### src/rtl/core/rtor_pkg.sv
// Shared constants, types and codes for the scanner and device RSSI table.
`timescale 1ns / 1ps
package rtor_pkg;

   localparam int MAX_SCANNERS  = 8;
   localparam int TABLE_ENTRIES = 32;

   localparam int SLOT_W  = (MAX_SCANNERS > 1) ? $clog2(MAX_SCANNERS) : 1;
   localparam int ENTRY_W = $clog2(TABLE_ENTRIES);
   localparam int COUNT_W = $clog2(MAX_SCANNERS + 1);

   localparam int MAC_W  = 48;
   localparam int CONN_W = 16;
   localparam int HDR_W  = 22;
   localparam int TIME_W = 32;
   localparam int RSSI_W = 8;

   localparam int REQ_DATA_W = 176;
   localparam int RSP_DATA_W = 16;
   localparam int OUT_ENTRY_W = 5;
   localparam int OUT_SLOT_W  = 3;
   localparam int OUT_COUNT_W = 4;

   localparam int SLOT_RAM_DEPTH = TABLE_ENTRIES * (1 << SLOT_W);

   typedef enum logic [1:0] {
      FUNC_ADD,
      FUNC_REMOVE,
      FUNC_RPT_CONN,
      FUNC_RPT_MAC
   } func_type;

   typedef enum logic [2:0] {
      ST_UPDATED,
      ST_REPLACED,
      ST_ADDED,
      ST_SCAN_UPDATED,
      ST_FULL,
      ST_REMOVED,
      ST_NOT_FOUND
   } status_type;

   typedef enum logic [2:0] {
      S_IDLE,
      S_DECIDE,
      S_SWEEP,
      S_WRITE,
      S_RESULT
   } state_type;

   typedef struct packed {
      logic [MAC_W-1:0]        mac;
      logic [HDR_W-1:0]        hdr;
      logic [TIME_W-1:0]       tstamp;
      logic [COUNT_W-1:0]      count;
      logic [MAX_SCANNERS-1:0] mask;
   } dev_row_type;

   localparam int ROW_W = $bits(dev_row_type);

   typedef struct packed {
      logic              add_en;
      logic              upd_en;
      logic              rem_en;
      logic [SLOT_W-1:0] slot;
      logic [MAC_W-1:0]  mac;
      logic [CONN_W-1:0] conn;
   } scan_ctrl_type;

   typedef struct packed {
      logic              full;
      logic [SLOT_W-1:0] free_slot;
      logic              mac_hit;
      logic [SLOT_W-1:0] mac_slot;
      logic              conn_hit;
      logic [SLOT_W-1:0] conn_slot;
   } scan_stat_type;

endpackage

### src/rtl/core/rssi_table_oldest_replace_unit.sv
// Top level: request decode, device table sweep and result register.
//
// Scanner operations (add, update, full) pass from the decide state through the
// result registers into the output register. A remove and a report
// sweep the device table memory one entry per cycle through its single read
// port. A report adds the write-back state after the sweep. A new request is
// taken in the cycle after the previous one has placed its result in the output
// register, and that result may still wait there.
`timescale 1ns / 1ps
module rssi_table_oldest_replace_unit
   import rtor_pkg::*;
(
   input  logic                  clock,
   input  logic                  reset,
   input  logic                  req_tvalid,
   output logic                  req_tready,
   // scanner_mac[47:0], conn_id[63:48], device_mac[111:64], rssi[119:112],
   // timestamp[151:120], adv_flags[159:152], adv_len[165:160],
   // event_type[173:166], zero pad
   input  logic [REQ_DATA_W-1:0] req_tdata,
   // func[1:0]
   input  logic [1:0]            req_tuser,
   output logic                  rsp_tvalid,
   input  logic                  rsp_tready,
   // entry_index[4:0], scanner_slot[7:5], valid_count[11:8], zero pad
   output logic [RSP_DATA_W-1:0] rsp_tdata,
   // status[2:0]
   output logic [2:0]            rsp_tuser
);

   state_type state_ff, state_in;

   func_type          func_ff;
   logic [MAC_W-1:0]  smac_ff;
   logic [CONN_W-1:0] conn_ff;
   logic [MAC_W-1:0]  dmac_ff;
   logic [RSSI_W-1:0] rssi_ff;
   logic [TIME_W-1:0] time_ff;
   logic [HDR_W-1:0]  hdr_ff;

   logic [SLOT_W-1:0]  slot_ff, slot_in;
   logic [ENTRY_W:0]   rd_idx_ff, rd_idx_in;
   logic               q_vld_ff, q_vld_in;
   logic [ENTRY_W-1:0] q_idx_ff;
   logic               hit_ff, hit_in;
   logic [ENTRY_W-1:0] hit_idx_ff, hit_idx_in;
   dev_row_type        hit_row_ff, hit_row_in;
   logic [ENTRY_W-1:0] best_idx_ff, best_idx_in;
   logic [TIME_W-1:0]  best_time_ff, best_time_in;
   logic [TABLE_ENTRIES-1:0] row_vld_ff, row_vld_in;

   status_type             res_status_ff, res_status_in;
   logic [OUT_ENTRY_W-1:0] res_entry_ff, res_entry_in;
   logic [OUT_SLOT_W-1:0]  res_slot_ff, res_slot_in;
   logic [OUT_COUNT_W-1:0] res_count_ff, res_count_in;

   logic                  rsp_valid_ff, rsp_valid_in;
   status_type            rsp_status_ff;
   logic [RSP_DATA_W-1:0] rsp_data_ff;

   scan_ctrl_type scan_ctrl;
   scan_stat_type scan_stat;

   logic               dev_rd_en;
   logic [ENTRY_W-1:0] dev_rd_addr;
   logic [ROW_W-1:0]   dev_rd_data;
   logic               dev_we;
   logic [ENTRY_W-1:0] dev_waddr;
   dev_row_type        dev_wdata;
   dev_row_type        row_q;

   logic                          slot_we;
   logic [ENTRY_W+SLOT_W-1:0]     slot_addr;
   logic [RSSI_W+TIME_W-1:0]      slot_rd_unused;

   logic                    req_take;
   logic                    found;
   logic [SLOT_W-1:0]       found_slot;
   logic [MAX_SCANNERS-1:0] slot_bit;

   rtor_scan_table u_scan (
      .clock     (clock),
      .reset     (reset),
      .ctrl      (scan_ctrl),
      .look_mac  (smac_ff),
      .look_conn (conn_ff),
      .stat      (scan_stat)
   );

   rtor_ram #(.WIDTH(ROW_W), .DEPTH(TABLE_ENTRIES)) u_dev_ram (
      .clock   (clock),
      .wr_en   (dev_we),
      .wr_addr (dev_waddr),
      .wr_data (dev_wdata),
      .rd_en   (dev_rd_en),
      .rd_addr (dev_rd_addr),
      .rd_data (dev_rd_data)
   );

   rtor_ram #(.WIDTH(RSSI_W + TIME_W), .DEPTH(SLOT_RAM_DEPTH)) u_slot_ram (
      .clock   (clock),
      .wr_en   (slot_we),
      .wr_addr (slot_addr),
      .wr_data ({rssi_ff, time_ff}),
      .rd_en   (1'b0),
      .rd_addr (slot_addr),
      .rd_data (slot_rd_unused)
   );

   assign req_tready = (state_ff == S_IDLE);
   assign req_take   = req_tvalid && req_tready;
   assign rsp_tvalid = rsp_valid_ff;
   assign rsp_tdata  = rsp_data_ff;
   assign rsp_tuser  = rsp_status_ff;

   assign found      = (func_ff == FUNC_RPT_MAC) ? scan_stat.mac_hit : scan_stat.conn_hit;
   assign found_slot = (func_ff == FUNC_RPT_MAC) ? scan_stat.mac_slot : scan_stat.conn_slot;
   assign slot_bit   = MAX_SCANNERS'(1) << slot_ff;
   assign row_q      = row_vld_ff[q_idx_ff] ? dev_row_type'(dev_rd_data) : '0;
   assign dev_rd_addr = rd_idx_ff[ENTRY_W-1:0];
   assign slot_addr   = {dev_waddr, slot_ff};

   always_comb begin
      state_in      = state_ff;
      slot_in       = slot_ff;
      rd_idx_in     = rd_idx_ff;
      q_vld_in      = 1'b0;
      hit_in        = hit_ff;
      hit_idx_in    = hit_idx_ff;
      hit_row_in    = hit_row_ff;
      best_idx_in   = best_idx_ff;
      best_time_in  = best_time_ff;
      row_vld_in    = row_vld_ff;
      res_status_in = res_status_ff;
      res_entry_in  = res_entry_ff;
      res_slot_in   = res_slot_ff;
      res_count_in  = res_count_ff;
      rsp_valid_in  = rsp_valid_ff && !rsp_tready;
      scan_ctrl     = '0;
      scan_ctrl.mac = smac_ff;
      scan_ctrl.conn = conn_ff;
      dev_rd_en     = 1'b0;
      dev_we        = 1'b0;
      dev_waddr     = q_idx_ff;
      dev_wdata     = row_q;
      slot_we       = 1'b0;

      unique case (state_ff)
         S_IDLE: begin
            if (req_take) begin
               state_in = S_DECIDE;
            end
         end
         S_DECIDE: begin
            res_entry_in = '0;
            res_count_in = '0;
            res_slot_in  = '0;
            state_in     = S_RESULT;
            if (func_ff == FUNC_ADD) begin
               if (scan_stat.full) begin
                  res_status_in = ST_FULL;
               end else if (scan_stat.mac_hit) begin
                  scan_ctrl.upd_en = 1'b1;
                  scan_ctrl.slot   = scan_stat.mac_slot;
                  res_status_in    = ST_SCAN_UPDATED;
                  res_slot_in      = OUT_SLOT_W'(scan_stat.mac_slot);
               end else begin
                  scan_ctrl.add_en = 1'b1;
                  scan_ctrl.slot   = scan_stat.free_slot;
                  res_status_in    = ST_ADDED;
                  res_slot_in      = OUT_SLOT_W'(scan_stat.free_slot);
               end
            end else if (!found) begin
               res_status_in = ST_NOT_FOUND;
            end else begin
               slot_in   = found_slot;
               rd_idx_in = '0;
               hit_in    = 1'b0;
               state_in  = S_SWEEP;
               if (func_ff == FUNC_REMOVE) begin
                  scan_ctrl.rem_en = 1'b1;
                  scan_ctrl.slot   = found_slot;
               end
            end
         end
         S_SWEEP: begin
            if (rd_idx_ff < (ENTRY_W+1)'(TABLE_ENTRIES)) begin
               dev_rd_en = 1'b1;
               q_vld_in  = 1'b1;
               rd_idx_in = rd_idx_ff + 1'b1;
            end
            if (q_vld_ff) begin
               if (func_ff == FUNC_REMOVE) begin
                  if (row_q.mask[slot_ff]) begin
                     dev_we = 1'b1;
                     dev_wdata.mask = row_q.mask & ~slot_bit;
                     if (row_q.count != '0) begin
                        dev_wdata.count = row_q.count - 1'b1;
                     end
                  end
               end else begin
                  if (!hit_ff && row_q.count != '0 && row_q.mac == dmac_ff) begin
                     hit_in     = 1'b1;
                     hit_idx_in = q_idx_ff;
                     hit_row_in = row_q;
                  end
                  if (q_idx_ff == '0 || row_q.tstamp < best_time_ff) begin
                     best_idx_in  = q_idx_ff;
                     best_time_in = row_q.tstamp;
                  end
               end
               if (q_idx_ff == ENTRY_W'(TABLE_ENTRIES - 1)) begin
                  if (func_ff == FUNC_REMOVE) begin
                     res_status_in = ST_REMOVED;
                     res_entry_in  = '0;
                     res_slot_in   = OUT_SLOT_W'(slot_ff);
                     res_count_in  = '0;
                     state_in      = S_RESULT;
                  end else begin
                     state_in = S_WRITE;
                  end
               end
            end
         end
         S_WRITE: begin
            dev_we      = 1'b1;
            slot_we     = 1'b1;
            res_slot_in = OUT_SLOT_W'(slot_ff);
            if (hit_ff) begin
               dev_waddr        = hit_idx_ff;
               dev_wdata        = hit_row_ff;
               dev_wdata.tstamp = time_ff;
               dev_wdata.mask   = hit_row_ff.mask | slot_bit;
               if (!hit_row_ff.mask[slot_ff]) begin
                  dev_wdata.count = hit_row_ff.count + 1'b1;
               end
               res_status_in = ST_UPDATED;
               res_entry_in  = OUT_ENTRY_W'(hit_idx_ff);
               res_count_in  = OUT_COUNT_W'(dev_wdata.count);
            end else begin
               dev_waddr        = best_idx_ff;
               dev_wdata.mac    = dmac_ff;
               dev_wdata.hdr    = hdr_ff;
               dev_wdata.tstamp = time_ff;
               dev_wdata.count  = COUNT_W'(1);
               dev_wdata.mask   = slot_bit;
               res_status_in    = ST_REPLACED;
               res_entry_in     = OUT_ENTRY_W'(best_idx_ff);
               res_count_in     = OUT_COUNT_W'(1);
            end
            row_vld_in[dev_waddr] = 1'b1;
            state_in = S_RESULT;
         end
         S_RESULT: begin
            if (!rsp_valid_ff || rsp_tready) begin
               rsp_valid_in = 1'b1;
               state_in     = S_IDLE;
            end
         end
         default: begin
            state_in = S_IDLE;
         end
      endcase
   end

   always_ff @(posedge clock) begin
      if (reset) begin
         state_ff     <= S_IDLE;
         rsp_valid_ff <= 1'b0;
         row_vld_ff   <= '0;
         q_vld_ff     <= 1'b0;
         hit_ff       <= 1'b0;
      end else begin
         state_ff     <= state_in;
         rsp_valid_ff <= rsp_valid_in;
         row_vld_ff   <= row_vld_in;
         q_vld_ff     <= q_vld_in;
         hit_ff       <= hit_in;
      end
   end

   always_ff @(posedge clock) begin
      if (req_take) begin
         func_ff <= func_type'(req_tuser);
         smac_ff <= req_tdata[47:0];
         conn_ff <= req_tdata[63:48];
         dmac_ff <= req_tdata[111:64];
         rssi_ff <= req_tdata[119:112];
         time_ff <= req_tdata[151:120];
         hdr_ff  <= req_tdata[173:152];
      end
      slot_ff       <= slot_in;
      rd_idx_ff     <= rd_idx_in;
      q_idx_ff      <= rd_idx_ff[ENTRY_W-1:0];
      hit_idx_ff    <= hit_idx_in;
      hit_row_ff    <= hit_row_in;
      best_idx_ff   <= best_idx_in;
      best_time_ff  <= best_time_in;
      res_status_ff <= res_status_in;
      res_entry_ff  <= res_entry_in;
      res_slot_ff   <= res_slot_in;
      res_count_ff  <= res_count_in;
      if (state_ff == S_RESULT && (!rsp_valid_ff || rsp_tready)) begin
         rsp_status_ff <= res_status_ff;
         rsp_data_ff   <= {4'b0, res_count_ff, res_slot_ff, res_entry_ff};
      end
   end

endmodule

### src/rtl/core/rtor_ram.sv
// Generic simple dual-port RAM with registered read.
`timescale 1ns / 1ps
module rtor_ram #(
   parameter int WIDTH = 8,
   parameter int DEPTH = 32,
   localparam int AW = (DEPTH > 1) ? $clog2(DEPTH) : 1
) (
   input  logic             clock,
   input  logic             wr_en,
   input  logic [AW-1:0]    wr_addr,
   input  logic [WIDTH-1:0] wr_data,
   input  logic             rd_en,
   input  logic [AW-1:0]    rd_addr,
   output logic [WIDTH-1:0] rd_data
);

   logic [WIDTH-1:0] mem_ff [DEPTH];
   logic [WIDTH-1:0] rd_data_ff;

   always_ff @(posedge clock) begin
      if (wr_en) begin
         mem_ff[wr_addr] <= wr_data;
      end
      if (rd_en) begin
         rd_data_ff <= mem_ff[rd_addr];
      end
   end

   assign rd_data = rd_data_ff;

endmodule

### src/rtl/core/rtor_scan_table.sv
// Scanner table: MAC, connection id and used bit per scanner slot, with lookups.
`timescale 1ns / 1ps
module rtor_scan_table
   import rtor_pkg::*;
(
   input  logic          clock,
   input  logic          reset,
   input  scan_ctrl_type ctrl,
   input  logic [MAC_W-1:0]  look_mac,
   input  logic [CONN_W-1:0] look_conn,
   output scan_stat_type stat
);

   logic [MAC_W-1:0]        mac_ff  [MAX_SCANNERS];
   logic [CONN_W-1:0]       conn_ff [MAX_SCANNERS];
   logic [MAX_SCANNERS-1:0] used_ff;
   logic [MAX_SCANNERS-1:0] used_in;

   always_comb begin
      used_in = used_ff;
      if (ctrl.add_en) begin
         used_in[ctrl.slot] = 1'b1;
      end
      if (ctrl.rem_en) begin
         used_in[ctrl.slot] = 1'b0;
      end
   end

   always_ff @(posedge clock) begin
      if (reset) begin
         used_ff <= '0;
      end else begin
         used_ff <= used_in;
      end
   end

   always_ff @(posedge clock) begin
      if (reset) begin
         for (int s = 0; s < MAX_SCANNERS; s++) begin
            mac_ff[s]  <= '0;
            conn_ff[s] <= '0;
         end
      end else begin
         if (ctrl.add_en) begin
            mac_ff[ctrl.slot] <= ctrl.mac;
         end
         if (ctrl.add_en || ctrl.upd_en) begin
            conn_ff[ctrl.slot] <= ctrl.conn;
         end
      end
   end

   always_comb begin
      stat.full      = &used_ff;
      stat.free_slot = '0;
      stat.mac_hit   = 1'b0;
      stat.mac_slot  = '0;
      stat.conn_hit  = 1'b0;
      stat.conn_slot = '0;
      for (int s = MAX_SCANNERS - 1; s >= 0; s--) begin
         if (!used_ff[s]) begin
            stat.free_slot = SLOT_W'(s);
         end
         if (used_ff[s] && mac_ff[s] == look_mac) begin
            stat.mac_hit  = 1'b1;
            stat.mac_slot = SLOT_W'(s);
         end
         if (used_ff[s] && conn_ff[s] == look_conn) begin
            stat.conn_hit  = 1'b1;
            stat.conn_slot = SLOT_W'(s);
         end
      end
   end

endmodule

### config.mk
export PLATFORM = sky130hd
export DESIGN_NAME = rssi_table_oldest_replace_unit
export DESIGN_NICKNAME = d
export VERILOG_FILES = /design/src/rtl/core/rtor_pkg.sv /design/src/rtl/core/rssi_table_oldest_replace_unit.sv /design/src/rtl/core/rtor_ram.sv /design/src/rtl/core/rtor_scan_table.sv
export SDC_FILE = /design/constraint.sdc
export NUM_CORES = 2
export LEC_CHECK = 0
export BUFFER_PORTS_ARGS = -buffer_cell sky130_fd_sc_hd__buf_4
export CAP_MARGIN = 0
export CELL_PAD_IN_SITES_DETAIL_PLACEMENT = 0
export CELL_PAD_IN_SITES_GLOBAL_PLACEMENT = 1
export CORE_MARGIN = 3
export CORE_UTILIZATION = 30
export DETAILED_ROUTE_END_ITERATION = 12
export GPL_TIMING_DRIVEN = 0
export PLACE_DENSITY_LB_ADDON = 0.05
export SLEW_MARGIN = 20
export SYNTH_ARGS = -nofsm -noshare
export SYNTH_HDL_FRONTEND = slang
export SYNTH_HIERARCHICAL = 1
export SYNTH_MEMORY_MAX_BITS = 65536
export SYNTH_SLANG_ARGS = --single-unit
### constraint.sdc
create_clock -name clock -period 8.15 [get_ports clock]
set_input_delay 1.63 -clock clock [delete_from_list [all_inputs] [get_ports clock]]
set_output_delay 1.63 -clock clock [all_outputs]
set_load 0.005 [all_outputs]
==> impl_metrics.yaml <==
flow_run:
  max_cap_violations: 0
floorplan:
  die_width_um: 727
  boundaryPins: 203
  core_area_sq_um: 517000
  start_util_pct: 30.1
  fp-row-count: 264
  floorplan.die.height_um: 727
  die_area_sq_um: 528000
grt:
  number_of_global_route_vias_before_repair: 87773
  global_route.usage.met1_pct: 31.3
  maximum_number_of_pins_on_one_net_before_global_route_repair: 48
  grt_first_pass_wirelength_mm: 792
  antenna_found_initial: 63
  globalRouteMet2Util_pct: 36.2
  global_route_usage_over_all_layers_pct: 22.0
  globalRoute.totalOverflow: 0
  grt_most_used_layer: "met2"
  met3_capacity_usage_during_global_routing_pct: 2.75
placement:
  post-dp-hpwl_mm: 422
  placement.io_buffers: 166
  globalplace.congestion: 0.823
  placed_cells: 16122
  pre_cts_ws_ps: -597
clock_network:
  cts_post_setup_buffers_inserted: 0
  worst_skew_pair.late_latency_ps: 1000
  ctsRootBufferMaster: "clkbuf_16"
  path_clk_slew_ps: 50
  cts_repair_resize_count: 5
  number_of_sinks_driven_by_the_clock_tree: 3886
  cts-hold-fix-buffers: 0
  cts_made_buffers: 454
  clock_tree_from_tritoncts: "done"
  h-tree-depth: 5
  cts-root-to-sink-buffers: 4
synth:
  synth.avg_cell_area_sq_um: 17.9
  syn-cell-area_sq_um: 156000
  yosysWarningCount: 6
  postSynthCellCount: 8693
sta:
  final_hold_viol_count: 0
  setup_viol: 0
  timing_worst_slew_pin_value_ps: 1250
  fmax_ghz: 0.127
  period_needed_ps: 7880
  share_of_the_clock_period_used_by_the_worst_path_pct: 96.7
  rsz_0062_raised_after_global_routing: "false"
  slew_headroom_pct: 16.5
  final_max_slew_viol_count: 0
  clock_skew_ps: 67.4
  worst_hold_slack_ps: 417
  final_critical_path_setup_slack_ps: 266
power_and_ir_drop:
  ir_drop_mv: 0.188
  cellPowerDensity_nw_per_um2: 223
  static-leakage-power_nw: 63.1
  report.power.total_w: 0.0420
worst_setup_path:
  worstSetupEndpointType: "flop"
  worstSetupStartpoint: "smac_ff[1]"
  timing.rr.start: "smac_ff[1]"
  crit_path_end: "u_scan/mac_ff[1][46]"
  reg2reg_setup_slack_ps: 270
  r2r-end: "u_scan/mac_ff[1][46]"
  worstPathCellList: "buf_2 > xnor2_1 > nand4_1 > nor3_1 > nand4_1 > nor4_1 > or3_1 > or3_1 > clkbuf_1 > mux2_2 > nand2_1 > a21oi_2 > a32o_1 > nor2_1 > nand2_1 > nor2_1 > clkdlybuf4s15_1 > clkdlybuf4s15_1 > and2_1"
  worst_setup_path_start_kind: "flop"
  critical_path_class: "flop to flop"
  critPathRequiredTime_ps: 8890
  critical_path.slowest_cell: "edfxtp_1"
  worst-path-max-fanout: 10
  max_stage_delay_ps: 960
  cell_count_of_the_worst_reg_to_reg_path: 19
  cp.arrival_ps: 8620
route:
  detailedRoute.firstIterationViolations: 8531
  post-route-drc-count: 0
  ant_nets: 0
  avgRoutedWirePerCell_um: 34.9
  vias_per_cell: 5.12
  detailroute.via_count: 86775
  detailedRoute.firstPassIterationCount: 6
  drt_wl_total_mm: 592
layout:
  fin_nets: 9878
  area_growth_pct: 20.8
  finalNonFillerCells: 16964
  mostFrequentLayoutCells: "edfxtp_1, mux2i_1, and2_1, a22oi_1, clkbuf_16"
  post_route_cells_drive_above_1_share_pct: 19.7
  multi_input_area_sq_um: 37400
  mostFrequentLayoutCell: "edfxtp_1"
  n_fill_cell: 48475
  final-seq-area_sq_um: 116000
status:
  run_status: "complete, no violations"
hold_path:
  worst_hold_path_type: "flop to flop"
  worst_min_delay_path_startpoint: "res_entry_ff[4]"
## flip-flops by register name (all words and copies together) (netlist names), 4 cells and up
signal             count
row_vld_ff            32
smac_ff               48
hit_idx_ff             5
hit_row_ff            60
time_ff               32
u_dev_ram/mem_ff    2944
dmac_ff               48
u_scan/mac_ff        384
res_count_ff           4
best_time_ff          32
q_idx_ff               5
u_dev_ram/rd_data     92
rd_idx_ff              6
rsp_tdata             12
conn_ff               16
res_entry_ff           5
u_scan/conn_ff       128
u_scan/used_ff         8
best_idx_ff            5
## final cells by class
cell class	instances	share of cell area (%)
Sequential cell	3886	61.7
Antenna cell	33	0.0439
Tap cell	6916	4.60
Multi-Input combinational cell	4139	19.9
Clock inverter	232	0.982
Inverter	111	0.221
Clock buffer	577	6.39
Timing Repair Buffer	510	4.65
Buffer	560	1.51
## power breakdown
group | switching, W | total, W | internal (W) | leakage [nW]
Sequential | 0.000192 | 0.0220 | 0.0218 | 36.2
Clock | 0.00824 | 0.0193 | 0.0110 | 6.77
Combinational | 0.000465 | 0.000720 | 0.000255 | 20.1
## stage by stage
step / instance area [sq um] / utilization [%] / TNS [ps]
floorplan: 156000 / - / 0
global placement: 166000 / 32.0 / -
detailed placement: 174000 / 33.7 / -20140
CTS: 188000 / 36.4 / 0
global route: 188000 / 36.4 / 0
finish: 188000 / 36.4 / 0
## metal layers
layer | vias to the layer above | routed length, um
met4 | 4 | 12100
li1 | 36368 | -
met2 | 2783 | 282000
met5 | - | 22
met1 | 47040 | 269000
met3 | 580 | 29500
## worst min path at each step
stage	to	slack, ps	cells past startpoint
after floorplan	q_idx_ff[1]	390	0
after detailed placement	rsp_tdata[4]	400	0
final	rsp_tdata[4]	420	0
after global placement	rsp_tdata[4]	410	0
after global routing	rsp_tdata[11]	440	0
after CTS	rsp_tdata[4]	420	0
## worst max-delay path, delay by kind of cell (launching register included)
family / cells / cell delay (ps)
compound gates: 2 / 960
xor+xnor: 1 / 180
buf+inv: 4 / 2500
flops: 1 / 960
mux: 1 / 230
simple gates: 11 / 2730
(Power assumes the default switching activity.)
